### config.mk
export PLATFORM = sky130hd
export DESIGN_NAME = timestamp_slot_table
export DESIGN_NICKNAME = d
export VERILOG_FILES = /design/src/hdl/tst_pkg.sv /design/src/hdl/tst_ram.sv /design/src/hdl/tst_ctrl.sv /design/src/hdl/tst_dp.sv /design/src/hdl/timestamp_slot_table.sv
export VERILOG_INCLUDE_DIRS = /design/src /design/src/hdl
export SDC_FILE = /design/constraint.sdc
export NUM_CORES = 1
export LEC_CHECK = 0
export ABC_CLOCK_PERIOD_IN_PS = 14370
export BUFFER_PORTS_ARGS = -buffer_cell sky130_fd_sc_hd__buf_2
export CAP_MARGIN = 0
export CORE_MARGIN = 4
export CORE_UTILIZATION = 30
export DETAILED_ROUTE_END_ITERATION = 10
export PLACE_DENSITY = 0.44
export SLEW_MARGIN = 20
export SYNTH_ARGS = -nofsm -noshare
export SYNTH_HDL_FRONTEND = slang
export SYNTH_SLANG_ARGS = --single-unit
### constraint.sdc
create_clock -name clk -period 14.37 [get_ports clk]
set_input_delay 2.1555 -clock clk [delete_from_list [all_inputs] [get_ports clk]]
set_output_delay 2.1555 -clock clk [all_outputs]
set_load 0.02 [all_outputs]
### src/hdl/timestamp_slot_table_assert.svh
// Assertion macros used by the timestamp slot table top level.
`ifndef TIMESTAMP_SLOT_TABLE_ASSERT_SVH
`define TIMESTAMP_SLOT_TABLE_ASSERT_SVH

// Same-cycle implication, sampled on clk and held off during reset.
`define TST_ASSERT_NOW(lbl, ante, cons, msg) \
  lbl: assert property (@(posedge clk) disable iff (!rst_n) (ante) |-> (cons)) else $error(msg);

// Next-cycle implication, sampled on clk and held off during reset.
`define TST_ASSERT_NEXT(lbl, ante, cons, msg) \
  lbl: assert property (@(posedge clk) disable iff (!rst_n) (ante) |=> (cons)) else $error(msg);

`endif

### src/hdl/tst_pkg.sv
// Package with item types, command and status codes for the timestamp slot table.
package tst_pkg;

  localparam int SLOT_W    = 4;
  localparam int TIME_W    = 32;
  localparam int CMD_W     = 3;
  localparam int STATUS_W  = 2;
  localparam int SLOT_SPAN = 16;

  localparam logic [CMD_W-1:0] CMD_TICK    = 3'd0;
  localparam logic [CMD_W-1:0] CMD_RESERVE = 3'd1;
  localparam logic [CMD_W-1:0] CMD_UPDATE  = 3'd2;
  localparam logic [CMD_W-1:0] CMD_ELAPSED = 3'd3;
  localparam logic [CMD_W-1:0] CMD_REMOVE  = 3'd4;

  localparam logic [STATUS_W-1:0] ST_OK     = 2'd0;
  localparam logic [STATUS_W-1:0] ST_FULL   = 2'd1;
  localparam logic [STATUS_W-1:0] ST_UNUSED = 2'd2;

  typedef struct packed {
    logic [CMD_W-1:0]  cmd;
    logic [SLOT_W-1:0] slot_in;
  } in_item_t;

  typedef struct packed {
    logic [SLOT_W-1:0]   slot_out;
    logic [TIME_W-1:0]   elapsed_ms;
    logic [STATUS_W-1:0] status;
  } out_item_t;

  // Commands from the controller to the datapath.
  typedef struct packed {
    logic accept;        // an item is taken this cycle
    logic load_direct;   // result of this item is ready now
    logic load_elapsed;  // stamp read has returned, form the elapsed result
  } ctl_t;

endpackage

### src/hdl/tst_ram.sv
// Generic single-write, single-read RAM with registered read data.
module tst_ram #(
  parameter int WIDTH = 32,
  parameter int DEPTH = 16
) (
  input  logic                     clk,
  input  logic                     we,
  input  logic [$clog2(DEPTH)-1:0] waddr,
  input  logic [WIDTH-1:0]         wdata,
  input  logic [$clog2(DEPTH)-1:0] raddr,
  output logic [WIDTH-1:0]         rdata
);

  logic [WIDTH-1:0] mem [DEPTH];
  logic [WIDTH-1:0] rdata_r;

  always_ff @(posedge clk) begin
    if (we) begin
      mem[waddr] <= wdata;
    end
    rdata_r <= mem[raddr];
  end

  assign rdata = rdata_r;

endmodule

### src/hdl/tst_ctrl.sv
// Controller state machine: input and output handshake and datapath sequencing.
module tst_ctrl (
  input  logic                  clk,
  input  logic                  rst_n,
  input  logic                  in_valid,
  input  logic [tst_pkg::CMD_W-1:0] in_cmd,
  output logic                  in_stall,
  output logic                  out_valid,
  input  logic                  out_stall,
  output tst_pkg::ctl_t         ctl
);
  import tst_pkg::*;

  typedef enum logic {
    S_IDLE,
    S_READ
  } state_t;

  state_t state_r, state_nxt;
  logic   out_valid_r, out_valid_nxt;
  logic   accept, direct, elapsed_cmd;

  assign in_stall    = (state_r != S_IDLE) || (out_valid_r && out_stall);
  assign accept      = in_valid && !in_stall;
  assign elapsed_cmd = (in_cmd == CMD_ELAPSED);
  assign direct      = (in_cmd == CMD_RESERVE) || (in_cmd == CMD_UPDATE) ||
                       (in_cmd == CMD_REMOVE);

  assign ctl.accept       = accept;
  assign ctl.load_direct  = accept && direct;
  assign ctl.load_elapsed = (state_r == S_READ);

  always_comb begin
    state_nxt     = state_r;
    out_valid_nxt = out_valid_r;
    if (out_valid_r && !out_stall) begin
      out_valid_nxt = 1'b0;
    end
    unique case (state_r)
      S_IDLE: begin
        if (accept && direct) begin
          out_valid_nxt = 1'b1;
        end
        if (accept && elapsed_cmd) begin
          state_nxt = S_READ;
        end
      end
      S_READ: begin
        out_valid_nxt = 1'b1;
        state_nxt     = S_IDLE;
      end
      default: state_nxt = S_IDLE;
    endcase
  end

  always_ff @(posedge clk) begin
    if (!rst_n) begin
      state_r     <= S_IDLE;
      out_valid_r <= 1'b0;
    end else begin
      state_r     <= state_nxt;
      out_valid_r <= out_valid_nxt;
    end
  end

  assign out_valid = out_valid_r;

endmodule

### src/hdl/tst_dp.sv
// Datapath: millisecond counter, in-use bits, stamp memory and result register.
module tst_dp #(
  parameter int SLOTS = 16
) (
  input  logic               clk,
  input  logic               rst_n,
  input  tst_pkg::ctl_t      ctl,
  input  tst_pkg::in_item_t  in_item,
  output tst_pkg::out_item_t out_item
);
  import tst_pkg::*;

  localparam int AW = $clog2(SLOTS);

  logic [TIME_W-1:0] now_r, now_nxt;
  logic [SLOTS-1:0]  in_use_r, in_use_nxt;
  out_item_t         out_r, out_nxt;
  logic              live_r, live_nxt;
  logic [SLOT_W-1:0] idx_r, idx_nxt;

  logic              ram_we;
  logic [AW-1:0]     ram_waddr;
  logic [TIME_W-1:0] ram_rdata;

  logic [SLOT_W-1:0] idx;
  logic [AW-1:0]     addr;
  logic              in_range;
  logic              live;
  logic              found;
  logic [AW-1:0]     grant;

  assign idx      = in_item.slot_in;
  assign addr     = idx[AW-1:0];
  assign in_range = ({1'b0, idx} < (SLOT_W+1)'(SLOTS));
  assign live     = in_range && in_use_r[addr];

  // Lowest free slot.
  always_comb begin
    found = 1'b0;
    grant = '0;
    for (int i = SLOTS - 1; i >= 0; i--) begin
      if (!in_use_r[i]) begin
        found = 1'b1;
        grant = AW'(i);
      end
    end
  end

  tst_ram #(
    .WIDTH(TIME_W),
    .DEPTH(SLOTS)
  ) u_stamp_ram (
    .clk  (clk),
    .we   (ram_we),
    .waddr(ram_waddr),
    .wdata(now_r),
    .raddr(addr),
    .rdata(ram_rdata)
  );

  always_comb begin
    now_nxt    = now_r;
    in_use_nxt = in_use_r;
    out_nxt    = out_r;
    live_nxt   = live_r;
    idx_nxt    = idx_r;
    ram_we     = 1'b0;
    ram_waddr  = addr;

    if (ctl.accept) begin
      live_nxt = live;
      idx_nxt  = idx;
      unique case (in_item.cmd)
        CMD_TICK: begin
          now_nxt = now_r + 1'b1;
        end
        CMD_RESERVE: begin
          if (found) begin
            in_use_nxt[grant] = 1'b1;
            ram_we            = 1'b1;
            ram_waddr         = grant;
            out_nxt           = '{slot_out: SLOT_W'(grant), elapsed_ms: '0, status: ST_OK};
          end else begin
            out_nxt = '{slot_out: '0, elapsed_ms: '0, status: ST_FULL};
          end
        end
        CMD_UPDATE: begin
          ram_we  = live;
          out_nxt = '{slot_out: idx, elapsed_ms: '0, status: live ? ST_OK : ST_UNUSED};
        end
        CMD_REMOVE: begin
          if (live) begin
            in_use_nxt[addr] = 1'b0;
          end
          out_nxt = '{slot_out: idx, elapsed_ms: '0, status: live ? ST_OK : ST_UNUSED};
        end
        default: begin
        end
      endcase
    end

    if (ctl.load_elapsed) begin
      out_nxt.slot_out   = idx_r;
      out_nxt.elapsed_ms = live_r ? (now_r - ram_rdata) : '0;
      out_nxt.status     = live_r ? ST_OK : ST_UNUSED;
    end
  end

  always_ff @(posedge clk) begin
    if (!rst_n) begin
      now_r    <= '0;
      in_use_r <= '0;
    end else begin
      now_r    <= now_nxt;
      in_use_r <= in_use_nxt;
    end
  end

  always_ff @(posedge clk) begin
    out_r  <= out_nxt;
    live_r <= live_nxt;
    idx_r  <= idx_nxt;
  end

  assign out_item = out_r;

endmodule

### src/hdl/timestamp_slot_table.sv
// Timestamp slot table: timing, reset and throughput of the top level follow.
// A tick item is taken and gives no result item.
// Reserve, update and remove items give their result in the cycle after acceptance.
// An elapsed item holds off input while the stamp memory is read, then loads the result.
// Throughput: one item per cycle for tick, reserve, update and remove while out_stall is low.
// Reset clears the counter and all in-use bits at once; stamps are written before they are read.
module timestamp_slot_table #(
  parameter int NUM_SLOTS = 16
) (
  input  logic               clk,
  input  logic               rst_n,
  input  logic               in_valid,
  output logic               in_stall,
  input  tst_pkg::in_item_t  in_item,
  output logic               out_valid,
  input  logic               out_stall,
  output tst_pkg::out_item_t out_item
);
  import tst_pkg::*;

  // Only the first sixteen slots can be named by the four-bit slot fields, so the
  // table holds no more than that; larger settings behave as a sixteen-slot table.
  localparam int USABLE = (NUM_SLOTS < SLOT_SPAN) ? NUM_SLOTS : SLOT_SPAN;

  ctl_t ctl;

  // The controller owns the handshake. It takes a new item whenever the result
  // register is empty or is being emptied in the same cycle, and holds off input while
  // the stamp memory returns the word an elapsed query needs.
  tst_ctrl u_ctrl (
    .clk      (clk),
    .rst_n    (rst_n),
    .in_valid (in_valid),
    .in_cmd   (in_item.cmd),
    .in_stall (in_stall),
    .out_valid(out_valid),
    .out_stall(out_stall),
    .ctl      (ctl)
  );

  // The datapath keeps the millisecond counter, the in-use bits and the stamp
  // memory, finds the lowest free slot on reserve and forms the result item.
  tst_dp #(
    .SLOTS(USABLE)
  ) u_dp (
    .clk     (clk),
    .rst_n   (rst_n),
    .ctl     (ctl),
    .in_item (in_item),
    .out_item(out_item)
  );

`include "timestamp_slot_table_assert.svh"

  // An accepted elapsed query must hold off the next item while the stamp is read.
  `TST_ASSERT_NEXT(a_elapsed_holds, in_valid && !in_stall && in_item.cmd == CMD_ELAPSED, in_stall, "elapsed query did not hold off input")
  // A tick never produces a result item.
  `TST_ASSERT_NEXT(a_tick_silent, in_valid && !in_stall && in_item.cmd == CMD_TICK && !out_valid, !out_valid, "tick produced a result")
  // Any failing result carries a zero elapsed time.
  `TST_ASSERT_NOW(a_fail_zero, out_valid && out_item.status != ST_OK, out_item.elapsed_ms == '0, "failed result with nonzero elapsed time")
  // A full table reports slot zero.
  `TST_ASSERT_NOW(a_full_slot, out_valid && out_item.status == ST_FULL, out_item.slot_out == '0, "full table result with nonzero slot")

endmodule
-- Word level (Yosys, flattened, before mapping)
Memory sizes are Yosys's and may differ from the RTL's. A register that Yosys moved wholly into a read port is not among the register bits.
Cells that the tools add are included.
- flip-flop bits (word level): 93
- RAM bits: 512
- input bits: 11
- output and inout bits: 40
- logic and storage cells: 108
- memories kept: 1
- memory list (name ; depth ; width ; rd ports ; clocked after Yosys merged registers in ; write ports ; line ; RTL):
    u_dp.u_stamp_ram.mem ; 16 ; 32 ; 1 ; 1 ; 1 ; tst_ram.sv:14 ; logic [WIDTH-1:0] mem [DEPTH];
- add/subtract/negate cells: 2
- magnitude comparators: 4
- equality and inequality tests: 7
- multiplexer cells: 61
- bitwise operators: 4
- reductions and logical operators: 20
- operators with widths (kind ; count):
    $mux 38 ; 3
    $mux 4 ; 19
    $pmux 38 s2 ; 1
    $add 32x1->32 const B ; 1
    $mux 16 ; 2
    $mux 32 ; 1
    $pmux 16 s2 ; 1
    $sub 32x32->32 ; 1
    $mux 1 ; 26
    $and 16x16->16 ; 1
    $not 16->16 ; 1
    $or 16x16->16 ; 1
    $lt 4x5->1 const B ; 2
    $demux 1 s4 ; 2
    $ge 4x1->1 const B ; 2
    $logic_and 1x1->1 ; 7
    $eq 3x2->1 const B ; 2
    $pmux 1 s2 ; 3
    $bmux 1 s4 ; 1
    $mux 2 ; 2
    $ne 2x1->1 const B ; 2
    $reduce_and 2->1 ; 2
    $reduce_and 4->1 ; 1
    $reduce_bool 2->1 ; 2
    other kinds (9) ; 12

-- Logic depth before layout (Yosys ltp)
- depth in word-level cells: 23
- depth in mapped cells: 10
- mapped depth without buffers: 10

-- By module
Synthesis repeated with hierarchy kept, for this count alone.
- cells, all modules: 1504
- area total of the unflattened synthesis: 25794.7 µm²
- by module, submodules not included (module ; instances ; cells each ; area an instance (µm²) ; seq. area each (µm²)):
    tst_ram ; 1 ; 838 ; 19854.0 ; 16015.4
    tst_dp ; 1 ; 649 ; 5818.1 ; 2252.2
    tst_ctrl ; 1 ; 17 ; 122.6 ; 40.0

-- Least setup slack after synthesis
Ideal clock, no wire load.
- path type: input to register
- from: input out_stall
- to: memory u_dp.u_stamp_ram.mem[2][0] (enable)
- setup time: 0.461 ns
- arrival: 5.946 ns
- data required time: 13.909 ns
- setup slack: 7.963 ns
- cell stages on the path: 8
- buffers on the path: 2
- cell sequence: a21o_1 -> buf_2 -> or4b_1 -> clkbuf_1 -> a21oi_2 -> nand3_1 -> o21a_1 -> nor3_1
- word-level cells in the longest chain between the ends: 7
- elaborated cells between the ends (all ways): 8
- those cells by class: mux: 4; reduce/logical: 4
- RTL lines (item ; line ; RTL):
    from (decl) ; timestamp_slot_table.sv:16 ; input logic out_stall,
    $logic_and 1x1->1 * ; tst_ctrl.sv:23 ; assign in_stall = (state_r != S_IDLE) || (out_valid_r && out_stall);
    $logic_or 1x1->1 * ; tst_ctrl.sv:23 ;
    via in_stall ; timestamp_slot_table.sv:13 ; output logic in_stall,
    $logic_not 1->1 * ; tst_ctrl.sv:24 ; assign accept = in_valid && !in_stall;
    $logic_and 1x1->1 * ; tst_ctrl.sv:24 ;
    $mux 1 ; tst_dp.sv:70 ; if (ctl.accept) begin
    $mux 1 ; tst_ram.sv:18 ; if (we) begin
    $mux 1 (implied by the code) ; tst_ram.sv:19 ; mem[waddr] <= wdata;
    to (decl) ; tst_ram.sv:14 ;
The timed path passes the listed nets; every way through them passes the cells marked *.

-- Worst setup path in the final report
- from: input in_item[1] (netlist name)
- to: memory u_dp.u_stamp_ram.mem[11][16] (enable)
- word-level cells in the longest chain between the ends: 6
- elaborated cells between the ends (all ways): 9
- those cells by class: mux: 9
- RTL lines (item ; line ; RTL):
    from (decl) ; timestamp_slot_table.sv:14 ; input tst_pkg::in_item_t in_item,
    $bmux 1 s4 ; tst_dp.sv:35 ; assign live = in_range && in_use_r[addr];
    $mux 1 (implied by the code) ; tst_dp.sv:35 ;
    $pmux 1 s2 ; tst_dp.sv:73 ; unique case (in_item.cmd)
    $mux 1 ; tst_dp.sv:70 ;
    $mux 1 ; tst_ram.sv:18 ;
    $mux 1 (implied by the code) ; tst_ram.sv:19 ;
Several ways; a longest one is shown, not always the timed one. The select of a mux whose other input is x is not followed.

==> flow_summary.toml <==
[outcome]
status = "finished clean"

[global_route]
track_usage = 0.143
grt_max_degree = 78
grt_use_met2 = 0.224
grtUsageMet1 = 0.202
grt_pass1_wl_um = 95200
grt_busiest_layer = "met2"
grtUsageMet3 = 0.0279
overflow = 0
grt_pass1_vias = 14000
antenna_found_initial = 2

[finish]
layoutNonFillerInstCount = 2761
syn_to_final_growth_pct = 16.7
final_cell_mix = "edfxtp_1 (555), mux4_2 (164), dfxtp_1 (82)"
final_common_cell = "edfxtp_1"
drive_gt1_frac = 0.242
n_antenna_cell = 0
nets = 1603

[timing]
period_share = 0.422
skew_ns = 0.0334
finalCriticalPeriod_ns = 6.06
setup_viol = 0
timing.fmax_mhz = 165
rsz0062_at_grt = "false"
finalSetupTns_ns = 0
tightest_slew_ns = 1.04
hold_viol = 0
slew_headroom = 0.304
finalMaxSlewViolations = 0

[critical_path]
reg2regPathDepth = 8
cp_data_required_time_ns = 14.62
cp.arrival_ns = 6.31
start_kind = "primary input"
reg2reg_to = "u_dp.u_stamp_ram.mem[11][16]$_DFFE_PP_"
crit_fanout = 77
critical_path_class = "in2reg"
end_kind = "flip-flop"
r2r_slack_ns = 10.20
reg2reg_from = "u_ctrl.state_r$_SDFF_PP0_"

[logic_synthesis]
avgSynthCellArea_um2 = 17.8
yosysSeqAreaShare = 0.706
synth-edff-count = 555
yosys.area.top_type = "edfxtp_1"
ys_warn_count = 0
yosys.area.top_type_share = 0.643
synth_area_leaders = "edfxtp_1 (64%), mux4_2 (14%), dfxtp_1 (6.3%)"
syn-num-nets = 1496
synth_ff_type = "edfxtp_1"
synth-seq-cells = 637
async_flop_share = 0
syn_inst = 1452
syn-cell-area_um2 = 25900
synthDistinctLibCells = 62

[placement]
numPlacedInstances = 2627
place.gp.congestion = 0.810
dpl.hpwl_um = 39200
port_buffers = 50

[die]
initial_core_util = 0.303
num_rows = 107
dieArea_um2 = 91100
die_w_um = 302
coreArea_um2 = 85400
ios = 51
die_height_um = 302

[pwr]
p_per_area_nw_per_um2 = 132
ir_worst_vdd_mv = 0.0651
p_leak_nw = 8.97

[min_path]
holdCritStartpoint = "u_dp.now_r[16]$_SDFFE_PN0P_"
hp-class = "reg2reg"
worstHoldPathCells = 2
holdPathEnd = "u_dp.now_r[16]$_SDFFE_PN0P_"

[clock_tree]
cts_setup_buffers = 0
cts_resized = 0
clkSinkCount = 637
cts_root_buf = "clkbuf_16"
clkTransAtPathRegs_ns = 0.05
ctsHtreeMaxLevel = 3
cts_tree = "done"
cts_made_buffers = 74
clkLatencyLatePin_ns = 0.61
cts_buffer_depth = 3
hold_buffers = 0

[routing]
drt_iter0_markers = 987
first_pass_iters = 7
ant_nets = 0
wl_um = 65000
via_count = 13600
viasPerCell = 4.92
drc = 0
avgRoutedWirePerCell_um = 23.5

[run]
cap_violations = 0
cell type report:
type,count,area [um^2]
clock buffers,101,2060
fillers,8089,55200
flip-flops and latches,637,18300
multi-input cells,703,7280
repair buffers,91,577
inverters,52,195
clock inverters,33,407
well taps,1144,1430
critical path, stage by stage:
cell and delay [ns]:
buf_6 0.60, buf_4 0.90, mux4_2 0.37, mux2_2 0.19, mux2i_1 0.12, nor4_1 0.40, a32oi_1 0.33, nor2_4 0.68
buf_4 0.41
kinds of logic after synthesis:
kind of cell / share of synthesized area
mux: 0.146
compound gates: 0.0444
xor+xnor: 0.0152
simple gates: 0.0553
fa+ha+maj: 0.0162
buf+inv: 0.0167
flops: 0.706
state kept, by name (all words and copies together) (netlist names):
register / cells
u_dp.live_r: 1
u_dp.now_r: 32
u_dp.idx_r: 4
u_ctrl.out_valid: 1
u_dp.in_use_r: 16
u_dp.u_stamp_ram.mem: 512
u_dp.out_item: 38
u_dp.u_stamp_ram.rdata: 32
u_ctrl.state_r: 1
power breakdown:
part	internal (mW)	switching [mW]	leakage, nW	total [mW]
sequential	2.00	0.00533	4.92	2.01
combinational	0.0384	0.0683	2.85	0.107
clock	1.16	0.725	1.20	1.89
cells in the mapped netlist (12+ instances only):
cell / count
o21ai_0: 51
nand3_1: 23
buf_1: 13
a21oi_1: 40
nand4_1: 23
nand2_1: 51
xor2_1: 12
xnor2_1: 33
nor2_1: 58
ha_1: 32
o211ai_1: 19
mux4_2: 164
a21o_1: 13
and2_1: 31
dfxtp_1: 82
inv_1: 52
nor3_1: 24
edfxtp_1: 555
and3_1: 12
clkbuf_1: 38
metrics by stage:
step	util	setup slack, ns	power, mW	hold slack, ns	cell area, um^2
final	0.354	8.31	4.00	0.521	30300
after global routing	0.354	8.01	4.15	0.572	30300
after CTS	0.354	8.25	4.07	0.527	30200
after detailed placement	0.325	7.63	2.15	0.519	27800
after global placement	0.325	7.68	2.15	0.507	27800
after floorplan	-	7.96	2.12	0.496	25900
how the worst max path moves through the flow:
stage               cells past startpoint       start  slack [ns]                                     end
finish                                  9  in_item[1]        8.31  u_dp.u_stamp_ram.mem[11][16]$_DFFE_PP_
global route                            9  in_item[1]        8.01  u_dp.u_stamp_ram.mem[11][14]$_DFFE_PP_
CTS                                     9  in_item[1]        8.25  u_dp.u_stamp_ram.mem[11][16]$_DFFE_PP_
detailed placement                      9  in_item[1]        7.63  u_dp.u_stamp_ram.mem[11][16]$_DFFE_PP_
global placement                        9  in_item[1]        7.68  u_dp.u_stamp_ram.mem[11][14]$_DFFE_PP_
floorplan                               8   out_stall        7.96    u_dp.u_stamp_ram.mem[2][0]$_DFFE_PP_
layer usage:
| metal | share of wire | vias to the layer above | wire length, um |
|---|---|---|---|
| li1 | - | 6063 | - |
| met1 | 0.46 | 7081 | 30000 |
| met2 | 0.46 | 363 | 30100 |
| met3 | 0.053 | 89 | 3420 |
| met4 | 0.023 | 0 | 1480 |
| met5 | 0 | - | 0 |
No activity file was read; power rests on OpenSTA's default activity.
